==> config.mk <==
export PLATFORM = sky130hd
export DESIGN_NAME = nics_sqrt
export DESIGN_NICKNAME = d
export VERILOG_FILES = /design/src/hw/rtl/nics_pkg.sv /design/src/hw/rtl/nics_sqrt.sv
export SDC_FILE = /design/constraint.sdc
export NUM_CORES = 2
export LEC_CHECK = 0
export BUFFER_PORTS_ARGS = -buffer_cell sky130_fd_sc_hd__buf_4
export CORE_AREA = 2 2 426 301
export CTS_CLUSTER_DIAMETER = 80
export DETAILED_ROUTE_END_ITERATION = 12
export DIE_AREA = 0 0 428 303
export PLACE_DENSITY = 0.71
export SETUP_SLACK_MARGIN = 0.15
export SYNTH_ARGS = -nofsm -noshare
export SYNTH_HDL_FRONTEND = slang
export SYNTH_SLANG_ARGS = --single-unit
==> constraint.sdc <==
create_clock -name clk_i -period 4.4 [get_ports clk_i]
set_input_delay 0.44 -clock clk_i [delete_from_list [all_inputs] [get_ports clk_i]]
set_output_delay 0.44 -clock clk_i [all_outputs]
set_load 0.01 [all_outputs]
==> src/hw/rtl/nics_pkg.sv <==
// Shared types, widths and constants for the normal inverse-CDF sampler.
package nics_pkg;

  localparam int unsigned SampleBitsDef = 31;

  // Fixed-point widths along the datapath
  localparam int unsigned LogRounds = 24;
  localparam int unsigned T2W       = 30;  // t^2, Q.24
  localparam int unsigned TW        = 27;  // t, Q.24
  localparam int unsigned SqrtSteps = 27;
  localparam int unsigned NumW      = 28;
  localparam int unsigned DenW      = 29;
  localparam int unsigned RatW      = 28;
  localparam int unsigned DivSteps  = 28;
  localparam int unsigned MagW      = 28;
  localparam int unsigned ProdW     = 36;

  localparam logic [31:0] Ln2Q32 = 32'd2977044472;
  localparam logic [24:0] OneQ24 = 25'd16777216;
  localparam logic [25:0] C0Q24  = 26'd42203372;
  localparam logic [23:0] C1Q24  = 24'd13469638;
  localparam logic [17:0] C2Q24  = 18'd173275;
  localparam logic [24:0] D1Q24  = 25'd24038194;
  localparam logic [21:0] D2Q24  = 22'd3175407;
  localparam logic [14:0] D3Q24  = 15'd21945;

  // Configuration register indexes
  localparam int unsigned CfgIdxW = 2;
  localparam logic [CfgIdxW-1:0] RegMean = 2'd0;
  localparam logic [CfgIdxW-1:0] RegStd  = 2'd1;

  localparam logic [30:0] StdReset = 31'd65536;

  typedef struct packed {
    logic [30:0] uniform_sample;
    logic        batch_end;
  } in_word_t;

  typedef struct packed {
    logic signed [31:0] normal_sample;
    logic               batch_end_out;
  } out_word_t;

  // Per-word flags that ride alongside the datapath
  typedef struct packed {
    logic mid;   // exact midpoint, result is the mean
    logic neg;   // lower half of the distribution
    logic last;  // batch end mark
  } side_t;

endpackage

==> src/hw/rtl/nics_sqrt.sv <==
// Digit-by-digit integer square root, one result bit per stage.
module nics_sqrt (
  input  logic                     clk_i,
  input  logic                     rst_ni,
  input  logic                     en_i,
  input  logic                     vld_i,
  input  nics_pkg::side_t          side_i,
  input  logic [nics_pkg::T2W-1:0] t2_i,
  output logic                     vld_o,
  output nics_pkg::side_t          side_o,
  output logic [nics_pkg::TW-1:0]  t_o
);
  localparam int unsigned N  = nics_pkg::SqrtSteps;
  localparam int unsigned VW = nics_pkg::T2W + 24;

  logic                     vld_q  [1:N];
  nics_pkg::side_t          side_q [1:N];
  logic [nics_pkg::T2W-1:0] t2_q   [1:N];
  logic [29:0]              rem_q  [1:N];
  logic [N-1:0]             root_q [1:N];

  for (genvar k = 0; k < N; k++) begin : g_step
    logic                     v_in;
    nics_pkg::side_t          s_in;
    logic [nics_pkg::T2W-1:0] a_in;
    logic [29:0]              r_in;
    logic [N-1:0]             o_in;
    logic [VW-1:0]            v_word;
    logic [29:0]              rem_sh;
    logic [29:0]              trial;
    logic                     ge;

    if (k == 0) begin : g_first
      assign v_in = vld_i;
      assign s_in = side_i;
      assign a_in = t2_i;
      assign r_in = '0;
      assign o_in = '0;
    end else begin : g_next
      assign v_in = vld_q[k];
      assign s_in = side_q[k];
      assign a_in = t2_q[k];
      assign r_in = rem_q[k];
      assign o_in = root_q[k];
    end

    assign v_word = {a_in, 24'b0};
    assign rem_sh = {r_in[27:0], v_word[VW-1-2*k -: 2]};
    assign trial  = {1'b0, o_in, 2'b01};
    assign ge     = rem_sh >= trial;

    always_ff @(posedge clk_i or negedge rst_ni) begin
      if (!rst_ni) begin
        vld_q[k+1] <= 1'b0;
      end else if (en_i) begin
        vld_q[k+1] <= v_in;
      end
    end

    always_ff @(posedge clk_i) begin
      if (en_i) begin
        side_q[k+1] <= s_in;
        t2_q[k+1]   <= a_in;
        rem_q[k+1]  <= ge ? rem_sh - trial : rem_sh;
        root_q[k+1] <= {o_in[N-2:0], ge};
      end
    end
  end

  assign vld_o  = vld_q[N];
  assign side_o = side_q[N];
  assign t_o    = root_q[N];

endmodule

### Word-level counts from Yosys, hierarchy flattened

Memory sizes are Yosys's and may differ from the RTL's.
Index checks and enable logic that the tools add are counted.

* RAM bits: 2430
* logic and storage cells: 114
* memories: 4
* register bits: 27
* output and inout port bits: 31

* multiplexer cells: 29
* $add $sub $neg: 27
* $lt $le $gt $ge: 27

Memories
* rem_q: depth 27, width 30, read ports 26, clocked after Yosys merged registers in 0, write ports 27, RTL line nics_sqrt.sv:19 `logic [29:0] rem_q [1:N];`
* t2_q: depth 27, width 30, read ports 26, clocked after Yosys merged registers in 0, write ports 27, RTL line nics_sqrt.sv:18 `logic [nics_pkg::T2W-1:0] t2_q [1:N];`
* root_q: depth 27, width 27, read ports 27, clocked after Yosys merged registers in 0, write ports 27, RTL line nics_sqrt.sv:20 `logic [N-1:0] root_q [1:N];`
* side_q: depth 27, width 3, read ports 27, clocked after Yosys merged registers in 0, write ports 27, RTL line nics_sqrt.sv:17 `nics_pkg::side_t side_q [1:N];`

Operators by type and width (number)
* two-way mux 30 bit: 27
* greater-or-equal comparator 30 x 29 -> 1 bit: 26
* subtractor 30 x 29 -> 30 bit: 26
* subtractor 2 x 1 -> 3 bit (second input constant): 1
* greater-or-equal comparator 2 x 1 -> 1 bit (second input constant): 1
* two-way mux 1 bit: 2

### Logic depth before layout (Yosys ltp)

An unclocked memory read counts as a cell.

* depth in word-level cells: 3
* mapped depth: 16

### Worst setup path after synthesis

OpenSTA, ideal clock, no wires.

* kind: reg-to-reg
* start: reg, netlist name rem_q[0][751]
* end: reg, netlist name rem_q[0][793]
* setup slack: 0.828 ns
* cell stages (with the launch flop): 16
* data arrival time: 3.301 ns
* path buffers: 2
* required time: 4.129 ns
* path through: edfxtp_1 > inv_1 > ha_1 > inv_1 > fa_1 > nor2b_1 > o31a_1 > o21a_1 > o21ai_0 > a31oi_1 > nor2_1 > o31ai_1 > a221o_1 > buf_1 > clkbuf_1 > a21oi_1

==> impl_metrics.ini <==
[min_path]
min_path_type = in2async

[synthesis]
yosysSeqAreaShare_pct = 60.0
synth-edff-count = 1349
synthDominantCellAreaShare_pct = 59.0
postSynthRegisterBits = 1376
synthMuxAreaShare_pct = 1.69
yosys-top-cells-area = edfxtp_1, ha_1, xor2_1
synth_compound_area_share_pct = 10.2
async_reset_ff_share_pct = 1.96
ys_dominant_reg_cell = edfxtp_1
synth-simple-area-share_pct = 10.8
yosys.area_share.adder_pct = 7.32
dominant_combinational_cell_family_by_area_after_synthesis = simple AND/OR/NAND/NOR gates
xor_xnor_portion_of_the_synthesized_cell_area_pct = 6.66
synth_nets = 6044
syn_inst = 5612
synthDistinctLibCells = 90
post_synth_instance_area_sq_mm = 0.0687
synthDominantAreaCellType = edfxtp_1
synth_area_per_cell_sq_um = 12.2
ys.warnings.count = 0

[sta]
relSlewSlack_pct = 37.3
rsz0062_at_grt = no
layout_min_cycle_time_ns = 3.89
final.setup_skew_ns = 0.0278
final_count_of_pins_violating_max_slew = 0
worst_pin_slew_ns = 0.917
setup_tns_ns = 0
hold_viol_final = 0
post-route-worst-setup-slack_ns = 0.513
fin_crit_sh_pct = 88.3
max_freq_ghz = 0.257
finalSetupViolCount = 0
timing.hold.ws_ns = 0.128

[critical_path]
reg2reg_depth = 14
r2r_end = rem_q[0][787]$_DFFE_PP_
crit_required_ns = 4.90
worst-r2r-setup-slack_ns = 0.51
critical_path.reg2reg.startpoint = rem_q[0][751]$_DFFE_PP_
worst_setup_path_end_kind = register
timing.critical_path.from = rem_q[0][751]$_DFFE_PP_
critPathArrivalTime_ns = 4.38
setup.worst_path.start_class = register
crit_path_max_fanout = 42
critical_path_class = reg2reg

[power_and_ir_drop]
power_density_mw_per_mm2 = 488
power.total_mw = 37.3
vdd.ir_drop.worst_mv = 0.415
leakagePower_nw = 29.8

[cells_and_area]
post-route-cell-area_sq_mm = 0.0764
core_utilization_of_the_finished_layout_pct = 60.8
final_nets = 6260
finalNonFillerCells = 7595
layout-area-overhead-vs-synth_pct = 11.2
layout.cells.most_common_list = edfxtp_1, inv_1, ha_1, nand2_1, a21oi_1
layout_commonest_cell = edfxtp_1
final_layout_size_suffix_gt1_share_pct = 8.45

[place]
pre_cts_ws_ns = 0.428
globalplace.congestion = 0.883
portBuffers = 67
detailedPlacementHpwl_mm = 99.9
dpl_cell_area_sq_mm = 0.0717
numPlacedInstances = 7319

[grt]
grt.total_usage_pct = 21.2
grt_pass1_wl_mm = 220
grt_antenna_before_repair = 1
number_of_global_route_vias_before_repair = 40700
grt.overflow.total = 0
grt_max_degree = 136

[cts]
clkSinkCount = 1376
cts_tree = yes
ctsLongestPathBuffers = 3
ctsRootBufferMaster = clkbuf_16
worst_skew_pair.late_latency_ns = 0.77
ctsHtreeMaxLevel = 4
clk_pin_slew_ns = 0.06
cts_buffers = 135

[die]
chipWidth_microns = 428
initial_core_util_pct = 54.7
die_h_microns = 303
dieArea_sq_mm = 0.130
core_region_area_sq_mm = 0.126
std_cell_rows = 109
io_pins = 68

[detailed_routing]
number_of_nets_still_failing_antenna_checks_after_routing = 0
drt_drc_violations_left = 0
routedWlPerCell_microns = 18.1
firstDrtPassIters = 6
postRouteWirelength_mm = 138
initialDrtViolationCount = 3852
via_per_inst = 5.64
vias = 42800

[flow_run]
max_cap_viol_count = 0

[status]
outcome = finished, final reports clean
==> final cells by class <==
class / count / area (sq um)
Fill cell: 9756 / 49200
Sequential cell: 1376 / 41200
Multi-Input combinational cell: 3624 / 25200
Clock buffer: 164 / 3560
Tap cell: 1665 / 2080
Inverter: 509 / 1910
Timing Repair Buffer: 182 / 1640
Clock inverter: 74 / 754
Antenna cell: 1 / 2.50
==> cells by family after synthesis <==
| family | Yosys count |
|---|---|
| flops | 1376 |
| simple gates | 1470 |
| compound gates | 1133 |
| buf+inv | 612 |
| fa+ha+maj | 395 |
| xor+xnor | 522 |
| mux | 103 |
| other cells | 1 |
==> layer usage <==
layer / vias to the layer above / part of all wire [%] / global-route usage (%)
li1: 21000 / - / -
met3: 200 / 5.3 / 3.20
met5: - / 0 / 0
met2: 1020 / 44 / 32.3
met1: 20600 / 49 / 31.9
met4: 0 / 1.9 / 5.55
==> worst max-delay path: stages (launching register included) <==
cell and delay [ns]:
edfxtp_1 0.44, inv_1 0.13, ha_1 0.20, inv_1 0.06, fa_1 0.41, nor2b_1 0.16, o31a_1 0.23, o21a_1 0.19
o21ai_0 0.12, a31oi_1 0.27, nor2_1 0.15, o31ai_2 0.39, a221o_1 0.26, buf_12 0.22, mux2_2 0.36
==> Yosys cell counts, types with 10 or more instances <==
cell,number
a21oi_1,359
a211oi_1,18
nand2b_1,94
and2_1,19
nor2_1,353
o21ai_0,296
a21boi_0,26
o21bai_1,30
clkbuf_1,88
mux2_2,101
inv_1,508
xnor2_1,257
xor2_1,265
nand2_1,370
nor2b_1,69
nor4_1,70
o211ai_1,17
buf_1,10
nand3b_1,18
a31oi_1,26
and3_1,29
nor3_1,152
nand4_1,43
nand3_1,68
o21a_1,74
or4_1,45
nor3b_1,11
nand4b_1,12
a21o_1,132
o31ai_1,44
fa_1,11
or2_2,27
a2111oi_0,10
dfrtp_1,27
or3_1,51
edfxtp_1,1349
ha_1,384
==> power by group <==
group | internal, mW | total, mW | switching (mW) | leakage (nW)
combinational | 3.44 | 7.73 | 4.29 | 14.6
clock | 6.59 | 11.5 | 4.89 | 2.12
sequential | 16.7 | 18.1 | 1.34 | 13.1
total | 26.8 | 37.3 | 10.5 | 29.8
==> repair_timing <==
item / in CTS / in global routing
hold endpoints to repair: 62 / 0
setup endpoints to repair: 0 / 25
buffers inserted: 0 / 1
gates resized for setup: 0 / 5
hold buffers: 36 / 0
==> registers in the layout, indices dropped and copies added (netlist names) <==
name / cells
g_step.v_in: 26
rem_q: 692
root_q: 366
side_q: 81
t2_q: 210
vld_o: 1
==> how the worst max path moves through the flow <==
stage               cells after the start                 endpoint
floorplan                              15  rem_q[0][793]$_DFFE_PP_
global placement                       14  rem_q[0][722]$_DFFE_PP_
detailed placement                     14  rem_q[0][729]$_DFFE_PP_
CTS                                    14  rem_q[0][729]$_DFFE_PP_
global route                           13  rem_q[0][805]$_DFFE_PP_
finish                                 14  rem_q[0][787]$_DFFE_PP_
No activity file was read; power rests on OpenSTA's default activity.
