==> config.mk <==
export PLATFORM = sky130hd
export DESIGN_NAME = nics_div
export DESIGN_NICKNAME = d
export VERILOG_FILES = /design/src/hw/rtl/nics_pkg.sv /design/src/hw/rtl/nics_div.sv
export SDC_FILE = /design/constraint.sdc
export NUM_CORES = 2
export LEC_CHECK = 0
export BUFFER_PORTS_ARGS = -buffer_cell sky130_fd_sc_hd__buf_4
export CAP_MARGIN = 20
export CORE_MARGIN = 5
export CORE_UTILIZATION = 60
export CTS_CLUSTER_SIZE = 14
export DETAILED_ROUTE_END_ITERATION = 6
export PLACE_DENSITY = 0.78
export SETUP_SLACK_MARGIN = 0.05
export SYNTH_ARGS = -nofsm -noshare
export SYNTH_HDL_FRONTEND = slang
export SYNTH_SLANG_ARGS = --single-unit
==> constraint.sdc <==
create_clock -name clk_i -period 11.7 [get_ports clk_i]
set_input_delay 3.51 -clock clk_i [delete_from_list [all_inputs] [get_ports clk_i]]
set_output_delay 3.51 -clock clk_i [all_outputs]
set_load 0.005 [all_outputs]
==> src/hw/rtl/nics_pkg.sv <==
// Shared types, widths and constants for the normal inverse-CDF sampler.
package nics_pkg;

  localparam int unsigned SampleBitsDef = 31;

  // Fixed-point widths along the datapath
  localparam int unsigned LogRounds = 24;
  localparam int unsigned T2W       = 30;  // t^2, Q.24
  localparam int unsigned TW        = 27;  // t, Q.24
  localparam int unsigned SqrtSteps = 27;
  localparam int unsigned NumW      = 28;
  localparam int unsigned DenW      = 29;
  localparam int unsigned RatW      = 28;
  localparam int unsigned DivSteps  = 28;
  localparam int unsigned MagW      = 28;
  localparam int unsigned ProdW     = 36;

  localparam logic [31:0] Ln2Q32 = 32'd2977044472;
  localparam logic [24:0] OneQ24 = 25'd16777216;
  localparam logic [25:0] C0Q24  = 26'd42203372;
  localparam logic [23:0] C1Q24  = 24'd13469638;
  localparam logic [17:0] C2Q24  = 18'd173275;
  localparam logic [24:0] D1Q24  = 25'd24038194;
  localparam logic [21:0] D2Q24  = 22'd3175407;
  localparam logic [14:0] D3Q24  = 15'd21945;

  // Configuration register indexes
  localparam int unsigned CfgIdxW = 2;
  localparam logic [CfgIdxW-1:0] RegMean = 2'd0;
  localparam logic [CfgIdxW-1:0] RegStd  = 2'd1;

  localparam logic [30:0] StdReset = 31'd65536;

  typedef struct packed {
    logic [30:0] uniform_sample;
    logic        batch_end;
  } in_word_t;

  typedef struct packed {
    logic signed [31:0] normal_sample;
    logic               batch_end_out;
  } out_word_t;

  // Per-word flags that ride alongside the datapath
  typedef struct packed {
    logic mid;   // exact midpoint, result is the mean
    logic neg;   // lower half of the distribution
    logic last;  // batch end mark
  } side_t;

endpackage

==> src/hw/rtl/nics_div.sv <==
// Restoring divider for (num << 24) / den, one quotient bit per stage.
module nics_div (
  input  logic                      clk_i,
  input  logic                      rst_ni,
  input  logic                      en_i,
  input  logic                      vld_i,
  input  nics_pkg::side_t           side_i,
  input  logic [nics_pkg::TW-1:0]   t_i,
  input  logic [nics_pkg::NumW-1:0] num_i,
  input  logic [nics_pkg::DenW-1:0] den_i,
  output logic                      vld_o,
  output nics_pkg::side_t           side_o,
  output logic [nics_pkg::TW-1:0]   t_o,
  output logic [nics_pkg::RatW-1:0] ratio_o
);
  localparam int unsigned N  = nics_pkg::DivSteps;
  localparam int unsigned DW = nics_pkg::DenW;

  // Quotient stays below 2^28, so the upper dividend bits seed the remainder.
  logic                      vld_q  [1:N];
  nics_pkg::side_t           side_q [1:N];
  logic [nics_pkg::TW-1:0]   t_q    [1:N];
  logic [3:0]                lo_q   [1:N];
  logic [DW-1:0]             den_q  [1:N];
  logic [DW-1:0]             rem_q  [1:N];
  logic [N-1:0]              quo_q  [1:N];

  for (genvar k = 0; k < N; k++) begin : g_step
    logic                    v_in;
    nics_pkg::side_t         s_in;
    logic [nics_pkg::TW-1:0] t_in;
    logic [3:0]              l_in;
    logic [DW-1:0]           d_in;
    logic [DW-1:0]           r_in;
    logic [N-1:0]            q_in;
    logic                    nb;
    logic [DW:0]             rem_sh;
    logic                    ge;

    if (k == 0) begin : g_first
      assign v_in = vld_i;
      assign s_in = side_i;
      assign t_in = t_i;
      assign l_in = num_i[3:0];
      assign d_in = den_i;
      assign r_in = DW'(num_i[nics_pkg::NumW-1:4]);
      assign q_in = '0;
    end else begin : g_next
      assign v_in = vld_q[k];
      assign s_in = side_q[k];
      assign t_in = t_q[k];
      assign l_in = lo_q[k];
      assign d_in = den_q[k];
      assign r_in = rem_q[k];
      assign q_in = quo_q[k];
    end

    // dividend bit 27-k of {num[3:0], 24'b0}
    if (k < 4) begin : g_hi
      assign nb = l_in[3-k];
    end else begin : g_lo
      assign nb = 1'b0;
    end

    assign rem_sh = {r_in, nb};
    assign ge     = rem_sh >= {1'b0, d_in};

    always_ff @(posedge clk_i or negedge rst_ni) begin
      if (!rst_ni) begin
        vld_q[k+1] <= 1'b0;
      end else if (en_i) begin
        vld_q[k+1] <= v_in;
      end
    end

    always_ff @(posedge clk_i) begin
      if (en_i) begin
        side_q[k+1] <= s_in;
        t_q[k+1]    <= t_in;
        lo_q[k+1]   <= l_in;
        den_q[k+1]  <= d_in;
        rem_q[k+1]  <= ge ? DW'(rem_sh - {1'b0, d_in}) : DW'(rem_sh);
        quo_q[k+1]  <= {q_in[N-2:0], ge};
      end
    end
  end

  assign vld_o   = vld_q[N];
  assign side_o  = side_q[N];
  assign t_o     = t_q[N];
  assign ratio_o = quo_q[N];

endmodule

==> Word-level counts from Yosys, hierarchy flattened <==
Memories as Yosys holds them, arrays and structs flattened.
Index checks and enable logic that the tools add are counted.
{ "op_classes": {"addsub": 28, "order_cmp": 28, "mux": 30} }
{ "op_table": {"columns": ["op", "count"], "rows": [
  ["29-bit two-way mux", 28],
  ["30-bit by 29-bit >= comparator with 1-bit output", 27],
  ["29-bit subtractor", 27],
  ["25-bit by 29-bit >= comparator with 1-bit output", 1],
  ["25-bit by 29-bit subtractor with 29-bit output", 1],
  ["1-bit two-way mux", 2]
]} }
{ "word_totals": {"register_bits": 28, "mem_bits_rw": 3360, "input_bits": 91, "output_inout_bits": 59, "elab_cells": 120, "mem_count": 6} }
{ "mem_list": {"columns": ["memory", "depth", "width", "rd", "rd_clocked_by_memory_dff", "wr", "line", "rtl"], "rows": [
  ["den_q", 28, 29, 27, 0, 28, "nics_div.sv:24", "logic [DW-1:0] den_q [1:N];"],
  ["rem_q", 28, 29, 27, 0, 28, "nics_div.sv:25", "logic [DW-1:0] rem_q [1:N];"],
  ["quo_q", 28, 28, 28, 0, 28, "nics_div.sv:26", "logic [N-1:0] quo_q [1:N];"],
  ["t_q", 28, 27, 28, 0, 28, "nics_div.sv:22", "logic [nics_pkg::TW-1:0] t_q [1:N];"],
  ["lo_q", 28, 4, 27, 0, 28, "nics_div.sv:23", "logic [3:0] lo_q [1:N];"],
  ["side_q", 28, 3, 28, 0, 28, "nics_div.sv:21", "nics_pkg::side_t side_q [1:N];"]
]} }

==> Depth between registers and ports, before layout <==
An unclocked memory read counts as a cell.
{ "depth": {"depth_word": 3, "depth_mapped": 17, "depth_no_buf": 16} }

==> Worst setup path after synthesis <==
OpenSTA, ideal clock, no wires.
{ "synth_path": {"path_type": "input to register", "start": "input den_i[1] (netlist name)", "end": "memory rem_q[1][0] (netlist name) (data pin)", "setup_ps": 267, "arrival_ps": 5981, "required_ps": 11433, "path_slack_ps": 5452, "stages": 14, "path_buffers": 2, "path_cell_list": "inv_1 > ha_1 > nor2b_1 > o21a_1 > o21ai_0 > a21oi_1 > o21ai_1 > o311ai_0 > a31oi_1 > o21a_1 > a211o_1 > clkbuf_1 > clkbuf_1 > o21ai_0"} }
{ "synth_rtl": {"columns": ["element", "line", "rtl"], "rows": [
  ["start, declared", "nics_div.sv:10", "input logic [nics_pkg::DenW-1:0] den_i,"],
  ["end, declared", "nics_div.sv:25", null]
]} }

==> qor.yml <==
detailed_routing:
  drt.antenna.violating_nets: 0
  vias_per_cell: 5.87
  wire_per_inst_um: 19.4
  drc: 2
  top_layer_used: "met4"
  met1_length_um: 111000
  vias: 80700
  wl_met2_um: 128000
  route.met3.wl_um: 16400
  drt_iter0_markers: 6372
  wl_um: 266000
  drtPass1Iterations: 7
sta:
  fin_crit_sh: 0.549
  tightestPinTransition_ns: 1.07
  hold_viol: 0
  rsz0062_at_grt: "false"
  slew_headroom: 0.288
  finalMaxSlewViolations: 0
  fin_skew_ns: 0.0559
  fin_crit_ns: 6.42
  fmax_mhz: 156
  fin_setup_tns_ns: 0
  whs_ns: 0.378
  finalSetupViolCount: 0
  setup_ws_ns: 5.28
layout:
  instances_no_fill: 13700
  layout-drive-gt1-share: 0.0992
  fin_nets: 11500
  final_core_util: 0.669
  area_growth_pct: 10.8
  nFillCells: 15200
  fin_area_um2: 149000
clocking:
  cts_buffers: 308
  cts_setup_buffers: 0
  clk_latency_ns: 0.93
  h-tree-depth: 5
  clock_sinks: 2846
  root_buffer: "clkbuf_16"
  cts.clk_slew.worst_paths_ns: 0.06
  cts_tree: "built"
  clock_path_buffers: 4
  cts_resized: 0
  postCtsHoldBufs: 0
floorplan:
  dieArea_um2: 234000
  core_area_um2: 223000
  die_w_um: 484
  start_util: 0.604
  io_pins: 150
  rows: 173
  die_h_um: 484
setup_path:
  crit_path_end_kind: "register"
  cp.arrival_ns: 7.07
  r2r_start: "rem_q[16][1]"
  r2r_slack_ns: 7.04
  reg2reg_to: "rem_q[17][6]"
  required_ns: 12.35
  crit_path_start_kind: "input pin"
  cp-startpoint: "den_i[1]"
  worstPathMaxFanout: 49
  r2r_cells: 12
  crit_end: "rem_q[1][3]"
  path_class: "in -> reg"
logic_synthesis:
  synth-simple-area-share: 0.0662
  synthAdderAreaFrac: 0.0791
  synth.lib_cells_used.distinct: 101
  syn_area_per_cell_um2: 13.2
  synth_top_family_by_area: "compound AO/OA/AOI/OAI gates"
  ys_top_cells_by_count: "edfxtp_1 (2818), inv_1 (1010), ha_1 (807), a21oi_1 (738), nand2_1 (581)"
  ys_ff_latch: 2846
  synth_edf_count: 2818
  synth_xor_area_frac: 0.0425
  yosysTopAreaCellShare: 0.629
  synth_compound_area_frac: 0.113
  synth_largest_area_cell: "edfxtp_1"
  synth_ff_type: "edfxtp_1"
  synth_most_common_cell: "edfxtp_1"
  yosys-mux-area-fraction: 0.0312
  synthTopCellsByArea: "edfxtp_1 (63%), ha_1 (7.5%), mux2_2 (3.0%)"
  synthArstFlopShare: 0.00984
  yosysSeqAreaShare: 0.634
  syn-num-nets: 11100
  synth_warnings: 0
  syn-instance-count: 10200
  syn_area_um2: 135000
run_status:
  violations: "design-rule violations"
  status: "finished with violations"
placement:
  io_buffers: 149
  gp_congestion: 0.974
  pre_cts_ws_ns: 4.32
  dp.cells: 13200
  dpl-instance-area_um2: 139000
  dp_hpwl_um: 187000
global_route:
  grt_max_degree: 200
  antenna_found_initial: 9
  gr-usage-all-layers: 0.223
  grt_pass1_wl_um: 422000
  grt-ovfl-total: 0
  grt_pass1_vias: 79400
min_path:
  hold_path.class: "reg -> reg"
  holdPathStages: 0
pwr:
  p_total_mw: 39.7
  vdd_ir_drop_max_v: 0.000160
  cellLeakagePower_nw: 59.1
  power_density_nw_per_um2: 267
job:
  drv_cap: 0
[state kept, by name, summed over array words and instances, names as in the netlist]
signal / cells
quo_q: 406
lo_q: 6
den_q: 783
rem_q: 783
vld_o: 1
g_step.v_in: 27
side_q: 84
t_q: 756
[worst max-delay path: stages]
cell      delay, ns
buf_4          0.11
inv_1          0.04
ha_1           0.28
nor2b_1        0.14
o21a_1         0.19
o21ai_0        0.37
a21oi_1        0.18
o21ai_1        0.38
o311ai_0       0.31
a31oi_1        0.33
o21a_1         0.17
a211o_1        0.21
buf_4          0.43
mux2_2         0.39
[routing by layer]
metal | vias to the layer above | track usage
met4 | 0 | 0.0845
met3 | 676 | 0.0334
met5 | - | 0
met1 | 38800 | 0.296
li1 | 38400 | -
met2 | 2813 | 0.373
[placed cells by master (no fill, tap or decap), types with 96 or more instances in the layout]
master | synthesis | routed
buf_4 | 8 | 182
xnor2_1 | 404 | 404
clkbuf_16 | 0 | 313
a21o_1 | 400 | 400
nand4_1 | 108 | 108
o21ai_0 | 539 | 539
o21a_1 | 107 | 107
inv_1 | 1010 | 1010
xor2_1 | 249 | 249
nand2_1 | 581 | 581
edfxtp_1 | 2818 | 2818
nand2b_1 | 96 | 96
nor3_1 | 98 | 98
nor2b_1 | 112 | 112
mux2_2 | 353 | 353
ha_1 | 807 | 807
nor2_1 | 552 | 551
a21oi_1 | 738 | 737
nand3_1 | 131 | 130
[layout make-up]
class                      instances  area [um2]  area share
clock inverter                   156        1600      0.0107
clock buffer                     375        8090      0.0542
inverter                        1012        3800      0.0255
tap                             2975        3720      0.0250
multi-input combinational       6167       44800       0.301
antenna                            1        2.50   0.0000168
timing repair buffer             199        1720      0.0116
sequential                      2846       85300       0.572
[power breakdown]
part           internal (mW)  leakage, nW  switching, mW  total [mW]
Clock                   5.57         4.72           3.76        9.33
Sequential              14.1         27.9           1.22        15.4
Combinational           6.69         26.5           8.35        15.0
Total                   26.4         59.1           13.3        39.7
[how the worst min path moves through the flow]
stage | endpoint | slack [ns] | startpoint
after floorplan | lo_q[2][0] | 0.40 | lo_q[1][0]
final | t_q[0][549] | 0.38 | t_q[0][522]
after detailed placement | quo_q[0][200] | 0.40 | quo_q[0][171]
after global routing | t_q[0][403] | 0.39 | t_q[0][376]
after global placement | quo_q[0][394] | 0.40 | quo_q[0][365]
after CTS | t_q[0][549] | 0.37 | t_q[0][522]
[cell families (layout without fill, tap and decap cells)]
| kind of cell | after synthesis | count (layout) |
|---|---|---|
| other | 0 | 1 |
| XOR/XNOR | 653 | 653 |
| adder cells (fa/ha/maj) | 834 | 834 |
| flip-flops | 2846 | 2846 |
| AND/OR/NAND/NOR | 1906 | 1906 |
| AO/OA/AOI/OAI | 2402 | 2402 |
| multiplexers | 372 | 372 |
| buffers and inverters | 1194 | 1742 |
(Power assumes the default switching activity.)
